**config.mk**
```make
export PLATFORM = sky130hd
export DESIGN_NAME = ir_pulse_distance_frame_decoder_flat
export DESIGN_NICKNAME = d
export VERILOG_FILES = /design/src/sv/irpd_pkg.sv /design/src/sv/irpd_stream_if.sv /design/src/sv/irpd_cfg_regs.sv /design/src/sv/irpd_classify.sv /design/src/sv/irpd_frame.sv /design/src/sv/ir_pulse_distance_frame_decoder.sv /design/src/flat_wrapper.sv
export SDC_FILE = /design/constraint.sdc
export NUM_CORES = 1
export LEC_CHECK = 0
export BUFFER_PORTS_ARGS = -buffer_cell sky130_fd_sc_hd__buf_2
export CAP_MARGIN = 10
export CORE_MARGIN = 2
export CORE_UTILIZATION = 40
export CTS_CLUSTER_SIZE = 14
export DETAILED_ROUTE_END_ITERATION = 7
export PLACE_DENSITY = 0.61
export SETUP_SLACK_MARGIN = 0.3
export SLEW_MARGIN = 20
export SYNTH_ARGS = -nofsm -noshare
export SYNTH_HDL_FRONTEND = slang
export SYNTH_SLANG_ARGS = --single-unit
```
**constraint.sdc**
```tcl
create_clock -name clk_i -period 4.5 [get_ports clk_i]
set_clock_uncertainty 0.2 [all_clocks]
set_input_delay 0.45 -clock clk_i [delete_from_list [all_inputs] [get_ports clk_i]]
set_output_delay 0.45 -clock clk_i [all_outputs]
set_load 0.02 [all_outputs]
```
**src/sv/irpd_pkg.sv**
```systemverilog
// ----------------------------------------------------------------------------
// irpd_pkg
// Shared types and constants of the IR pulse-distance frame decoder.
// ----------------------------------------------------------------------------
package irpd_pkg;

  // Field widths
  localparam int unsigned TICKS_W  = 16;
  localparam int unsigned BYTE_W   = 8;
  localparam int unsigned CODE_W   = 16;
  localparam int unsigned CNT_W    = 6;
  localparam int unsigned STATUS_W = 2;
  localparam int unsigned CFG_IDX_W = 3;

  // Default frame length in data bits
  localparam int unsigned FRAME_BITS_DEF = 32;

  // Configuration register indexes
  localparam logic [CFG_IDX_W-1:0] CFG_HEADER_MIN = 3'd0;
  localparam logic [CFG_IDX_W-1:0] CFG_HEADER_MAX = 3'd1;
  localparam logic [CFG_IDX_W-1:0] CFG_ONE_MIN    = 3'd2;
  localparam logic [CFG_IDX_W-1:0] CFG_ONE_MAX    = 3'd3;
  localparam logic [CFG_IDX_W-1:0] CFG_ZERO_MIN   = 3'd4;
  localparam logic [CFG_IDX_W-1:0] CFG_ZERO_MAX   = 3'd5;

  // Configuration reset values
  localparam logic [BYTE_W-1:0] HEADER_MIN_RST = 8'h83;
  localparam logic [BYTE_W-1:0] HEADER_MAX_RST = 8'h84;
  localparam logic [BYTE_W-1:0] ONE_MIN_RST    = 8'h15;
  localparam logic [BYTE_W-1:0] ONE_MAX_RST    = 8'h16;
  localparam logic [BYTE_W-1:0] ZERO_MIN_RST   = 8'h0A;
  localparam logic [BYTE_W-1:0] ZERO_MAX_RST   = 8'h0B;

  typedef enum logic [1:0] {
    PH_FIRST  = 2'd0,
    PH_HEADER = 2'd1,
    PH_BITS   = 2'd2
  } phase_e;

  typedef enum logic [STATUS_W-1:0] {
    ST_DONE   = 2'd0,
    ST_BADHDR = 2'd1,
    ST_BADBIT = 2'd2
  } status_e;

  typedef struct packed {
    logic [BYTE_W-1:0] header_min;
    logic [BYTE_W-1:0] header_max;
    logic [BYTE_W-1:0] one_min;
    logic [BYTE_W-1:0] one_max;
    logic [BYTE_W-1:0] zero_min;
    logic [BYTE_W-1:0] zero_max;
  } cfg_t;

  typedef struct packed {
    logic hdr_ok;
    logic is_one;
    logic is_zero;
  } cls_t;

endpackage

```
**src/sv/irpd_stream_if.sv**
```systemverilog
// ----------------------------------------------------------------------------
// irpd_stream_if
// Valid/ready channels of the decoder: interval words in, frame words out.
// ----------------------------------------------------------------------------
interface irpd_in_if;
  logic                          valid;
  logic                          ready;
  logic [irpd_pkg::TICKS_W-1:0]  interval_ticks;

  modport source (output valid, output interval_ticks, input ready);
  modport sink   (input valid, input interval_ticks, output ready);
endinterface

interface irpd_out_if;
  logic                          valid;
  logic                          ready;
  logic [irpd_pkg::CODE_W-1:0]   code;
  logic [irpd_pkg::CNT_W-1:0]    bits_received;
  logic [irpd_pkg::STATUS_W-1:0] status;

  modport source (output valid, output code, output bits_received, output status,
                  input ready);
  modport sink   (input valid, input code, input bits_received, input status,
                  output ready);
endinterface

```
**src/sv/irpd_cfg_regs.sv**
```systemverilog
// ----------------------------------------------------------------------------
// irpd_cfg_regs
// Window threshold registers, written through a plain indexed write port.
// ----------------------------------------------------------------------------
module irpd_cfg_regs (
  input  logic                            clk_i,
  input  logic                            rst_ni,
  input  logic                            cfg_we_i,
  input  logic [irpd_pkg::CFG_IDX_W-1:0]  cfg_idx_i,
  input  logic [irpd_pkg::BYTE_W-1:0]     cfg_wdata_i,
  output irpd_pkg::cfg_t                  cfg_o
);
  import irpd_pkg::*;

  cfg_t cfg_q;

  // Update the addressed register; drop writes beyond the list
  always_ff @(posedge clk_i or negedge rst_ni) begin
    if (!rst_ni) begin
      cfg_q <= '{header_min: HEADER_MIN_RST, header_max: HEADER_MAX_RST,
                 one_min:    ONE_MIN_RST,    one_max:    ONE_MAX_RST,
                 zero_min:   ZERO_MIN_RST,   zero_max:   ZERO_MAX_RST};
    end else if (cfg_we_i) begin
      case (cfg_idx_i)
        CFG_HEADER_MIN: cfg_q.header_min <= cfg_wdata_i;
        CFG_HEADER_MAX: cfg_q.header_max <= cfg_wdata_i;
        CFG_ONE_MIN:    cfg_q.one_min    <= cfg_wdata_i;
        CFG_ONE_MAX:    cfg_q.one_max    <= cfg_wdata_i;
        CFG_ZERO_MIN:   cfg_q.zero_min   <= cfg_wdata_i;
        CFG_ZERO_MAX:   cfg_q.zero_max   <= cfg_wdata_i;
        default: ;
      endcase
    end
  end

  assign cfg_o = cfg_q;

endmodule

```
**src/sv/irpd_classify.sv**
```systemverilog
// ----------------------------------------------------------------------------
// irpd_classify
// Window compares on the interval upper byte: header, logic one, logic zero.
// ----------------------------------------------------------------------------
module irpd_classify (
  input  logic [irpd_pkg::BYTE_W-1:0] hb_i,
  input  irpd_pkg::cfg_t              cfg_i,
  output irpd_pkg::cls_t              cls_o
);
  import irpd_pkg::*;

  logic in_one;
  logic in_zero;

  // An empty window (min above max) accepts nothing by construction
  assign in_one  = (hb_i >= cfg_i.one_min)  && (hb_i <= cfg_i.one_max);
  assign in_zero = (hb_i >= cfg_i.zero_min) && (hb_i <= cfg_i.zero_max);

  // The one window takes priority where the windows overlap
  assign cls_o.hdr_ok  = (hb_i >= cfg_i.header_min) && (hb_i <= cfg_i.header_max);
  assign cls_o.is_one  = in_one;
  assign cls_o.is_zero = !in_one && in_zero;

endmodule

```
**src/sv/irpd_frame.sv**
```systemverilog
// ----------------------------------------------------------------------------
// irpd_frame
// Input register, frame state machine and result register of the decoder.
// ----------------------------------------------------------------------------
module irpd_frame #(
  parameter int unsigned FRAME_BITS = irpd_pkg::FRAME_BITS_DEF
) (
  input  logic                          clk_i,
  input  logic                          rst_ni,
  irpd_in_if.sink                       in_i,
  irpd_out_if.source                    out_o,
  output logic [irpd_pkg::BYTE_W-1:0]   hb_o,
  input  irpd_pkg::cls_t                cls_i
);
  import irpd_pkg::*;

  localparam logic [CNT_W-1:0] FRAME_CNT = CNT_W'(FRAME_BITS);

  logic                in_vld_q;
  logic [TICKS_W-1:0]  ticks_q;

  phase_e              phase_q, phase_d;
  logic [CNT_W-1:0]    cnt_q, cnt_d;
  logic [CODE_W-1:0]   shift_q, shift_d;

  logic                out_vld_q;
  logic [CODE_W-1:0]   code_q;
  logic [CNT_W-1:0]    bits_q;
  status_e             status_q;

  logic                emit;
  logic [CODE_W-1:0]   res_code;
  logic [CNT_W-1:0]    res_bits;
  status_e             res_status;
  logic                slot_free;
  logic                adv;

  assign hb_o = ticks_q[TICKS_W-1:TICKS_W-BYTE_W];

  // Next state and result of the held word
  always_comb begin
    phase_d    = phase_q;
    cnt_d      = cnt_q;
    shift_d    = shift_q;
    emit       = 1'b0;
    res_code   = '0;
    res_bits   = '0;
    res_status = ST_DONE;
    case (phase_q)
      PH_HEADER: begin
        if (cls_i.hdr_ok) begin
          phase_d = PH_BITS;
          cnt_d   = '0;
          shift_d = '0;
        end else begin
          phase_d    = PH_FIRST;
          emit       = 1'b1;
          res_status = ST_BADHDR;
        end
      end
      PH_BITS: begin
        if (!cls_i.is_one && !cls_i.is_zero) begin
          phase_d    = PH_FIRST;
          emit       = 1'b1;
          res_code   = shift_q;
          res_bits   = cnt_q;
          res_status = ST_BADBIT;
        end else begin
          shift_d = {shift_q[CODE_W-2:0], cls_i.is_one};
          cnt_d   = cnt_q + CNT_W'(1);
          if (cnt_d >= FRAME_CNT) begin
            phase_d    = PH_FIRST;
            emit       = 1'b1;
            res_code   = shift_d;
            res_bits   = cnt_d;
            res_status = ST_DONE;
          end
        end
      end
      default: begin
        // First edge of a frame, also the unused phase code
        phase_d = PH_HEADER;
      end
    endcase
  end

  // Advance the held word unless it carries a result and the slot is taken
  assign slot_free = !out_vld_q || out_o.ready;
  assign adv       = in_vld_q && (!emit || slot_free);
  assign in_i.ready = !in_vld_q || adv;

  // Input register control
  always_ff @(posedge clk_i or negedge rst_ni) begin
    if (!rst_ni) begin
      in_vld_q <= 1'b0;
    end else if (in_i.valid && in_i.ready) begin
      in_vld_q <= 1'b1;
    end else if (adv) begin
      in_vld_q <= 1'b0;
    end
  end

  // Input payload
  always_ff @(posedge clk_i) begin
    if (in_i.valid && in_i.ready) begin
      ticks_q <= in_i.interval_ticks;
    end
  end

  // Frame state
  always_ff @(posedge clk_i or negedge rst_ni) begin
    if (!rst_ni) begin
      phase_q <= PH_FIRST;
      cnt_q   <= '0;
      shift_q <= '0;
    end else if (adv) begin
      phase_q <= phase_d;
      cnt_q   <= cnt_d;
      shift_q <= shift_d;
    end
  end

  // Result register control
  always_ff @(posedge clk_i or negedge rst_ni) begin
    if (!rst_ni) begin
      out_vld_q <= 1'b0;
    end else if (adv && emit) begin
      out_vld_q <= 1'b1;
    end else if (out_o.ready) begin
      out_vld_q <= 1'b0;
    end
  end

  // Result payload
  always_ff @(posedge clk_i) begin
    if (adv && emit) begin
      code_q   <= res_code;
      bits_q   <= res_bits;
      status_q <= res_status;
    end
  end

  assign out_o.valid         = out_vld_q;
  assign out_o.code          = code_q;
  assign out_o.bits_received = bits_q;
  assign out_o.status        = status_q;

`ifndef SYNTHESIS
  a_cnt_in_range: assert property (@(posedge clk_i) disable iff (!rst_ni)
    phase_q == PH_BITS |-> cnt_q < FRAME_CNT)
    else $error("bit count reached frame length while still receiving");

  a_badhdr_word: assert property (@(posedge clk_i) disable iff (!rst_ni)
    out_vld_q && status_q == ST_BADHDR |-> code_q == '0 && bits_q == '0)
    else $error("bad header word carries a code or bit count");

  a_done_len: assert property (@(posedge clk_i) disable iff (!rst_ni)
    out_vld_q && status_q == ST_DONE |-> bits_q == FRAME_CNT)
    else $error("complete frame with wrong bit count");

  a_emit_lands: assert property (@(posedge clk_i) disable iff (!rst_ni)
    adv && emit |=> out_vld_q)
    else $error("result lost on its way to the output register");

  a_header_clears: assert property (@(posedge clk_i) disable iff (!rst_ni)
    adv && phase_q == PH_HEADER && cls_i.hdr_ok |=>
      phase_q == PH_BITS && cnt_q == '0 && shift_q == '0)
    else $error("good header did not start a clean frame");
`endif

endmodule

```
**src/sv/ir_pulse_distance_frame_decoder.sv**
```systemverilog
// ----------------------------------------------------------------------------
// ir_pulse_distance_frame_decoder
// Pulse-distance IR remote frame decoder working on measured edge intervals.
// ----------------------------------------------------------------------------
// One word per received IR edge carries the timer ticks since the previous
// edge; only the upper byte is compared with the programmable header, one and
// zero windows. The block takes one word every clock cycle unless the input
// register holds back a word; a frame-end word passes through the input
// register, where the window compares and the shift are done, and then the
// result register. A word that ends a frame waits in the input
// register only while an earlier result is still untaken; words that end no
// frame pass on regardless. The first edge only starts timing, a bad header
// returns code 0 with status bad header, FRAME_BITS valid bits return the
// last 16 bits with status complete, and an invalid interval returns the
// partial code with status invalid bit. Write the thresholds only while idle.
// ----------------------------------------------------------------------------
module ir_pulse_distance_frame_decoder #(
  parameter int unsigned FRAME_BITS = irpd_pkg::FRAME_BITS_DEF
) (
  input  logic                            clk_i,
  input  logic                            rst_ni,
  irpd_in_if.sink                         in_i,
  irpd_out_if.source                      out_o,
  input  logic                            cfg_we_i,
  input  logic [irpd_pkg::CFG_IDX_W-1:0]  cfg_idx_i,
  input  logic [irpd_pkg::BYTE_W-1:0]     cfg_wdata_i
);
  import irpd_pkg::*;

  cfg_t              cfg;
  cls_t              cls;
  logic [BYTE_W-1:0] hb;

  // Threshold registers
  irpd_cfg_regs u_cfg_regs (
    .clk_i       (clk_i),
    .rst_ni      (rst_ni),
    .cfg_we_i    (cfg_we_i),
    .cfg_idx_i   (cfg_idx_i),
    .cfg_wdata_i (cfg_wdata_i),
    .cfg_o       (cfg)
  );

  // Window compares on the held interval
  irpd_classify u_classify (
    .hb_i  (hb),
    .cfg_i (cfg),
    .cls_o (cls)
  );

  // Frame sequencing and word registers
  irpd_frame #(
    .FRAME_BITS (FRAME_BITS)
  ) u_frame (
    .clk_i  (clk_i),
    .rst_ni (rst_ni),
    .in_i   (in_i),
    .out_o  (out_o),
    .hb_o   (hb),
    .cls_i  (cls)
  );

endmodule

```
**src/flat_wrapper.sv**
```systemverilog
// flat-port wrapper written by rule: the top's interface ports become plain ports
module ir_pulse_distance_frame_decoder_flat import irpd_pkg::*;
#(
  parameter int unsigned FRAME_BITS = irpd_pkg::FRAME_BITS_DEF
)
  (clk_i, rst_ni, cfg_we_i, cfg_idx_i, cfg_wdata_i, in_i_valid, in_i_interval_ticks, in_i_ready, out_o_valid, out_o_code, out_o_bits_received, out_o_status, out_o_ready);
  irpd_in_if in_i_i ();
  irpd_out_if out_o_i ();
  input  logic clk_i;
  input  logic rst_ni;
  input  logic cfg_we_i;
  input  logic [irpd_pkg::CFG_IDX_W-1:0] cfg_idx_i;
  input  logic [irpd_pkg::BYTE_W-1:0] cfg_wdata_i;
  input wire logic [$bits(in_i_i.valid)-1:0] in_i_valid;
  input wire logic [$bits(in_i_i.interval_ticks)-1:0] in_i_interval_ticks;
  output wire logic [$bits(in_i_i.ready)-1:0] in_i_ready;
  output wire logic [$bits(out_o_i.valid)-1:0] out_o_valid;
  output wire logic [$bits(out_o_i.code)-1:0] out_o_code;
  output wire logic [$bits(out_o_i.bits_received)-1:0] out_o_bits_received;
  output wire logic [$bits(out_o_i.status)-1:0] out_o_status;
  input wire logic [$bits(out_o_i.ready)-1:0] out_o_ready;
  assign in_i_i.valid = in_i_valid;
  assign in_i_i.interval_ticks = in_i_interval_ticks;
  assign in_i_ready = in_i_i.ready;
  assign out_o_valid = out_o_i.valid;
  assign out_o_code = out_o_i.code;
  assign out_o_bits_received = out_o_i.bits_received;
  assign out_o_status = out_o_i.status;
  assign out_o_i.ready = out_o_ready;
  ir_pulse_distance_frame_decoder #(.FRAME_BITS(FRAME_BITS)) u_core (.clk_i(clk_i), .rst_ni(rst_ni), .in_i(in_i_i), .out_o(out_o_i), .cfg_we_i(cfg_we_i), .cfg_idx_i(cfg_idx_i), .cfg_wdata_i(cfg_wdata_i));
endmodule
```
==> impl_results.md <==
* Syn avg cell area at about 10 sq um
* Switching power share of the total at 0.343
* #FFs+latches synth at ~110
* CP Class: register to output pin
* Reg-to-reg slack, setup at 1.01 ns
* Largest net degree at the start of global routing at 46
* Placed cell areas at around 6200 sq um
* # clock sinks at 106
* Fill cell count at 1307
* CP max stage delay at between 0.4 and 0.5 ns
* Fin area at 6530 sq um
* Worst slew pin tran at 0.845 ns
* Post-synth EDFFs at 32
* Aggregate routed wire length at approximately 12 mm
* Run status: finished clean
* Cells after Synth at 558
* HP Class: input port to register
* Vias in the first global route at 4228
* Multi-input logic area at between 2000 and 3000 sq um
* DP HPWL at 8.47 mm
* Tot Pwr at 2790 uW
* Slew Limit Fails at 0
* Drt drc at 0
* Top Family by Delay on Critical Path: compound AO/OA/AOI/OAI gates
* Die Ht at 124 um
* Crit path buf inv count at 2
* Synthesis-to-layout area growth at 12.7%
* Row cnt at 43
* IO buf count at 49
* Via Count at 4245
* Maxcap violations at 0
* Final worst-path cycle share at 0.859
* CTS Buf Count at 9
* Netlist cell types at between 50 and 60
* Clock slew seen by the registers of the worst setup and hold paths at 0.07 ns
* Initial DRC Count at approximately 340
* Fin nets at slightly below 700
* DIE AREA at 15500 sq um
* Predominant post-synthesis flop cell: dfrtp_1
* Routed len/inst at 15.5 um
* Critical path peak fanout at 30
* H-tree depth at 3
* Starting Density at 0.413
* CTS tree: built
* Global-route wire length before repair at 20.6 mm
* GPL Wtd Cong at between 0.7 and 0.8
* Post-route ant nets at 0
* Yosys warning total at 0
* Postcts setup bufs at 0
* Hold EP: u_core.u_frame.ticks_q[15]
* Share of cells above drive strength 1 at 0.231
* Syn_nets at roughly 640
* Core region area at 14000 sq um
* Die width at about 120 um
* RR Startpoint: u_core.u_frame.ticks_q[9]
* Setup crit end kind: output pin
* WP data arrival at 3.22 ns
* Ports at 58
* Clock Path Buffers at 2
* Reg2Reg Depth at 8
* Initial antenna violation count at 0
* Ys async rst share at 0.698
* Critical Path RT at 3.85 ns
* Antenna Cells at 0
* Register area at 2830 sq um
* Register area share after synthesis at 0.489
* Final Hold Viols at 0
* RSZ-0062 raised after global routing: no
* F_max at 259 MHz
* Overflow after GRT at 0
* Syn Std Cell Area at a little under 6000 sq um
* Share of total power in combinational logic at 0.291
* Peak supply drop at 237 uV
* Final worst path period need at 3.87 ns
* PwrDens at ~430 nW/um^2
* Slew HR at 0.436
* All-layer global routing usage at 0.163
* Endpoints failing setup at 0
* Clock share of power at 0.265
* Flop pwr share at 0.444
* Pre-antenna DRT Iters at 5
* Hold Crit Depth at 1
* Sw power at 959 uW
* Leakage at 0.00273 uW
* Via/cell ratio at 5.39
* Post-CTS resize count at 0
* Clock Latency Late Sink at 0.35 ns
* Setup_tns at 0 ns
* Critical path's slowest cell: a2111oi_0
* R2R Path End: u_core.u_frame.ticks_q[8]
* Hold Crit Start: in_i_interval_ticks[15]
* CP startpoint kind: register
* Crit-path cells: inv_1 -> ha_1 -> nand2b_1 -> a2111oi_0 -> o31ai_1 -> o211ai_1 -> o21a_4 -> a221oi_2 -> or2_2 -> buf_2
* Cell Int Power at 1830 uW
* Root buf cell: clkbuf_16
==> power by group through the flow <==
stage | combinational, uW | clock, uW | sequential (uW)
after floorplan | 581 | 0 | 1280
after global placement | 790 | 0 | 1250
after detailed placement | 816 | 0 | 1260
after CTS | 820 | 765 | 1240
after global routing | 920 | 808 | 1260
final | 813 | 741 | 1240
==> state kept, by name, indices dropped and copies added (netlist names) <==
signal                              count
u_core.u_cfg_regs.cfg_o                48
u_core.u_frame.cnt_q                    6
u_core.u_frame.in_vld_q                 1
u_core.u_frame.out_o.bits_received      6
u_core.u_frame.out_o.code              16
u_core.u_frame.out_o.status             2
u_core.u_frame.out_o.valid              1
u_core.u_frame.phase_q                  2
u_core.u_frame.shift_q                 16
u_core.u_frame.ticks_q                  8
==> metal layers <==
layer	vias to the layer above	wire length, um	part of all wire	GRT usage
met5	-	0	0	0
met4	0	174	0.014	0.0562
met3	16	422	0.035	0.0318
met2	74	5980	0.49	0.272
met1	2061	5640	0.46	0.213
li1	2094	-	-	-
==> synthesized netlist by cell type (2+ instances only) <==
library cell / count / area share
o21ai_1: 2 / 0.0017
a32oi_1: 2 / 0.0030
nor2b_1: 5 / 0.0054
clkbuf_1: 14 / 0.0091
o21bai_1: 2 / 0.0026
a21oi_1: 34 / 0.029
a21o_1: 2 / 0.0026
nor3_1: 4 / 0.0035
a31oi_1: 2 / 0.0022
nor4bb_1: 2 / 0.0035
buf_6: 3 / 0.0058
nand2b_1: 5 / 0.0054
o21ai_0: 38 / 0.033
nand3b_1: 2 / 0.0026
nor2_1: 15 / 0.0097
buf_2: 7 / 0.0060
inv_1: 48 / 0.031
dfstp_2: 16 / 0.073
edfxtp_1: 32 / 0.17
and2_1: 5 / 0.0054
dfrtp_1: 58 / 0.25
a22oi_1: 2 / 0.0026
nand4b_1: 2 / 0.0030
a311oi_1: 2 / 0.0030
nand3_1: 26 / 0.022
nand4_1: 22 / 0.024
mux2_2: 21 / 0.041
ha_1: 51 / 0.11
o31ai_1: 3 / 0.0039
o211ai_1: 9 / 0.012
o21a_1: 3 / 0.0039
nand2_1: 80 / 0.052
a211oi_2: 2 / 0.0043
o211ai_2: 14 / 0.030
==> kinds of logic (layout without fill, tap and decap cells) <==
| family | after synthesis | count (layout) | share of synthesized area |
|---|---|---|---|
| AO/OA/AOI/OAI | 128 | 128 | 0.156 |
| XOR/XNOR | 1 | 1 | 0.00151 |
| adder cells (fa/ha/maj) | 51 | 51 | 0.110 |
| buffers and inverters | 75 | 124 | 0.0546 |
| flip-flops | 106 | 106 | 0.489 |
| multiplexers | 21 | 21 | 0.0408 |
| AND/OR/NAND/NOR | 176 | 176 | 0.149 |
==> cell usage in the layout (no fill, tap or decap), drive strengths merged, types with 3 or more instances in the layout <==
cell / count
nand3: 26
inv: 51
and2: 6
nor2: 15
mux2: 21
o21a: 4
a21oi: 34
o21ai: 41
dfstp: 16
nor2b: 5
nor3: 4
clkinv: 3
nand2: 80
a221oi: 3
o211ai: 23
a211oi: 3
dfrtp: 58
edfxtp: 32
o31ai: 3
clkbuf: 9
ha: 51
nand4: 22
buf: 58
nand2b: 6
==> worst register-to-register path, stage by stage (launching register included) <==
cell,delay (ns)
edfxtp_1,0.54
ha_1,0.37
nor2b_1,0.15
o211ai_1,0.16
a21oi_1,0.09
o22a_1,0.25
o21a_4,0.37
a221oi_2,0.54
o21a_1,0.48
==> through the flow <==
| stage | std cells | utilization | setup WS [ns] | hold slack [ns] |
|---|---|---|---|---|
| finish | 787 | 0.465 | 0.634 | 0.0712 |
| floorplan | 558 | - | 0.739 | -0.0456 |
| CTS | 787 | 0.464 | 0.573 | 0.0599 |
| detailed placement | 770 | 0.444 | 0.969 | 0.290 |
| global route | 787 | 0.465 | 0.362 | 0.0650 |
| global placement | 770 | 0.444 | 0.941 | 0.279 |
==> worst max path at each step <==
stage | end | startpoint | slack (ns) | depth (start not counted)
after detailed placement | in_i_ready | u_core.u_frame.ticks_q[8] | 0.97 | 10
final | in_i_ready | u_core.u_frame.ticks_q[8] | 0.63 | 10
after CTS | in_i_ready | u_core.u_frame.ticks_q[8] | 0.57 | 10
after floorplan | u_core.u_frame.out_o.bits_received[0] | u_core.u_frame.ticks_q[8] | 0.74 | 9
after global placement | in_i_ready | u_core.u_frame.ticks_q[8] | 0.94 | 10
after global routing | in_i_ready | u_core.u_frame.ticks_q[8] | 0.36 | 10
==> repair_timing <==
item	CTS	global route
hold buffers	1	0
setup endpoints to repair	0	0
hold endpoints to repair	2	0
==> layout make-up <==
cell class / instances / area share
flip-flops and latches: 106 / 0.434
multi-input cells: 377 / 0.412
repair buffers: 59 / 0.0494
clock buffers: 9 / 0.0345
well taps: 180 / 0.0345
inverters: 49 / 0.0282
clock inverters: 7 / 0.00785
Note: power is estimated with default switching activity, not from simulation.
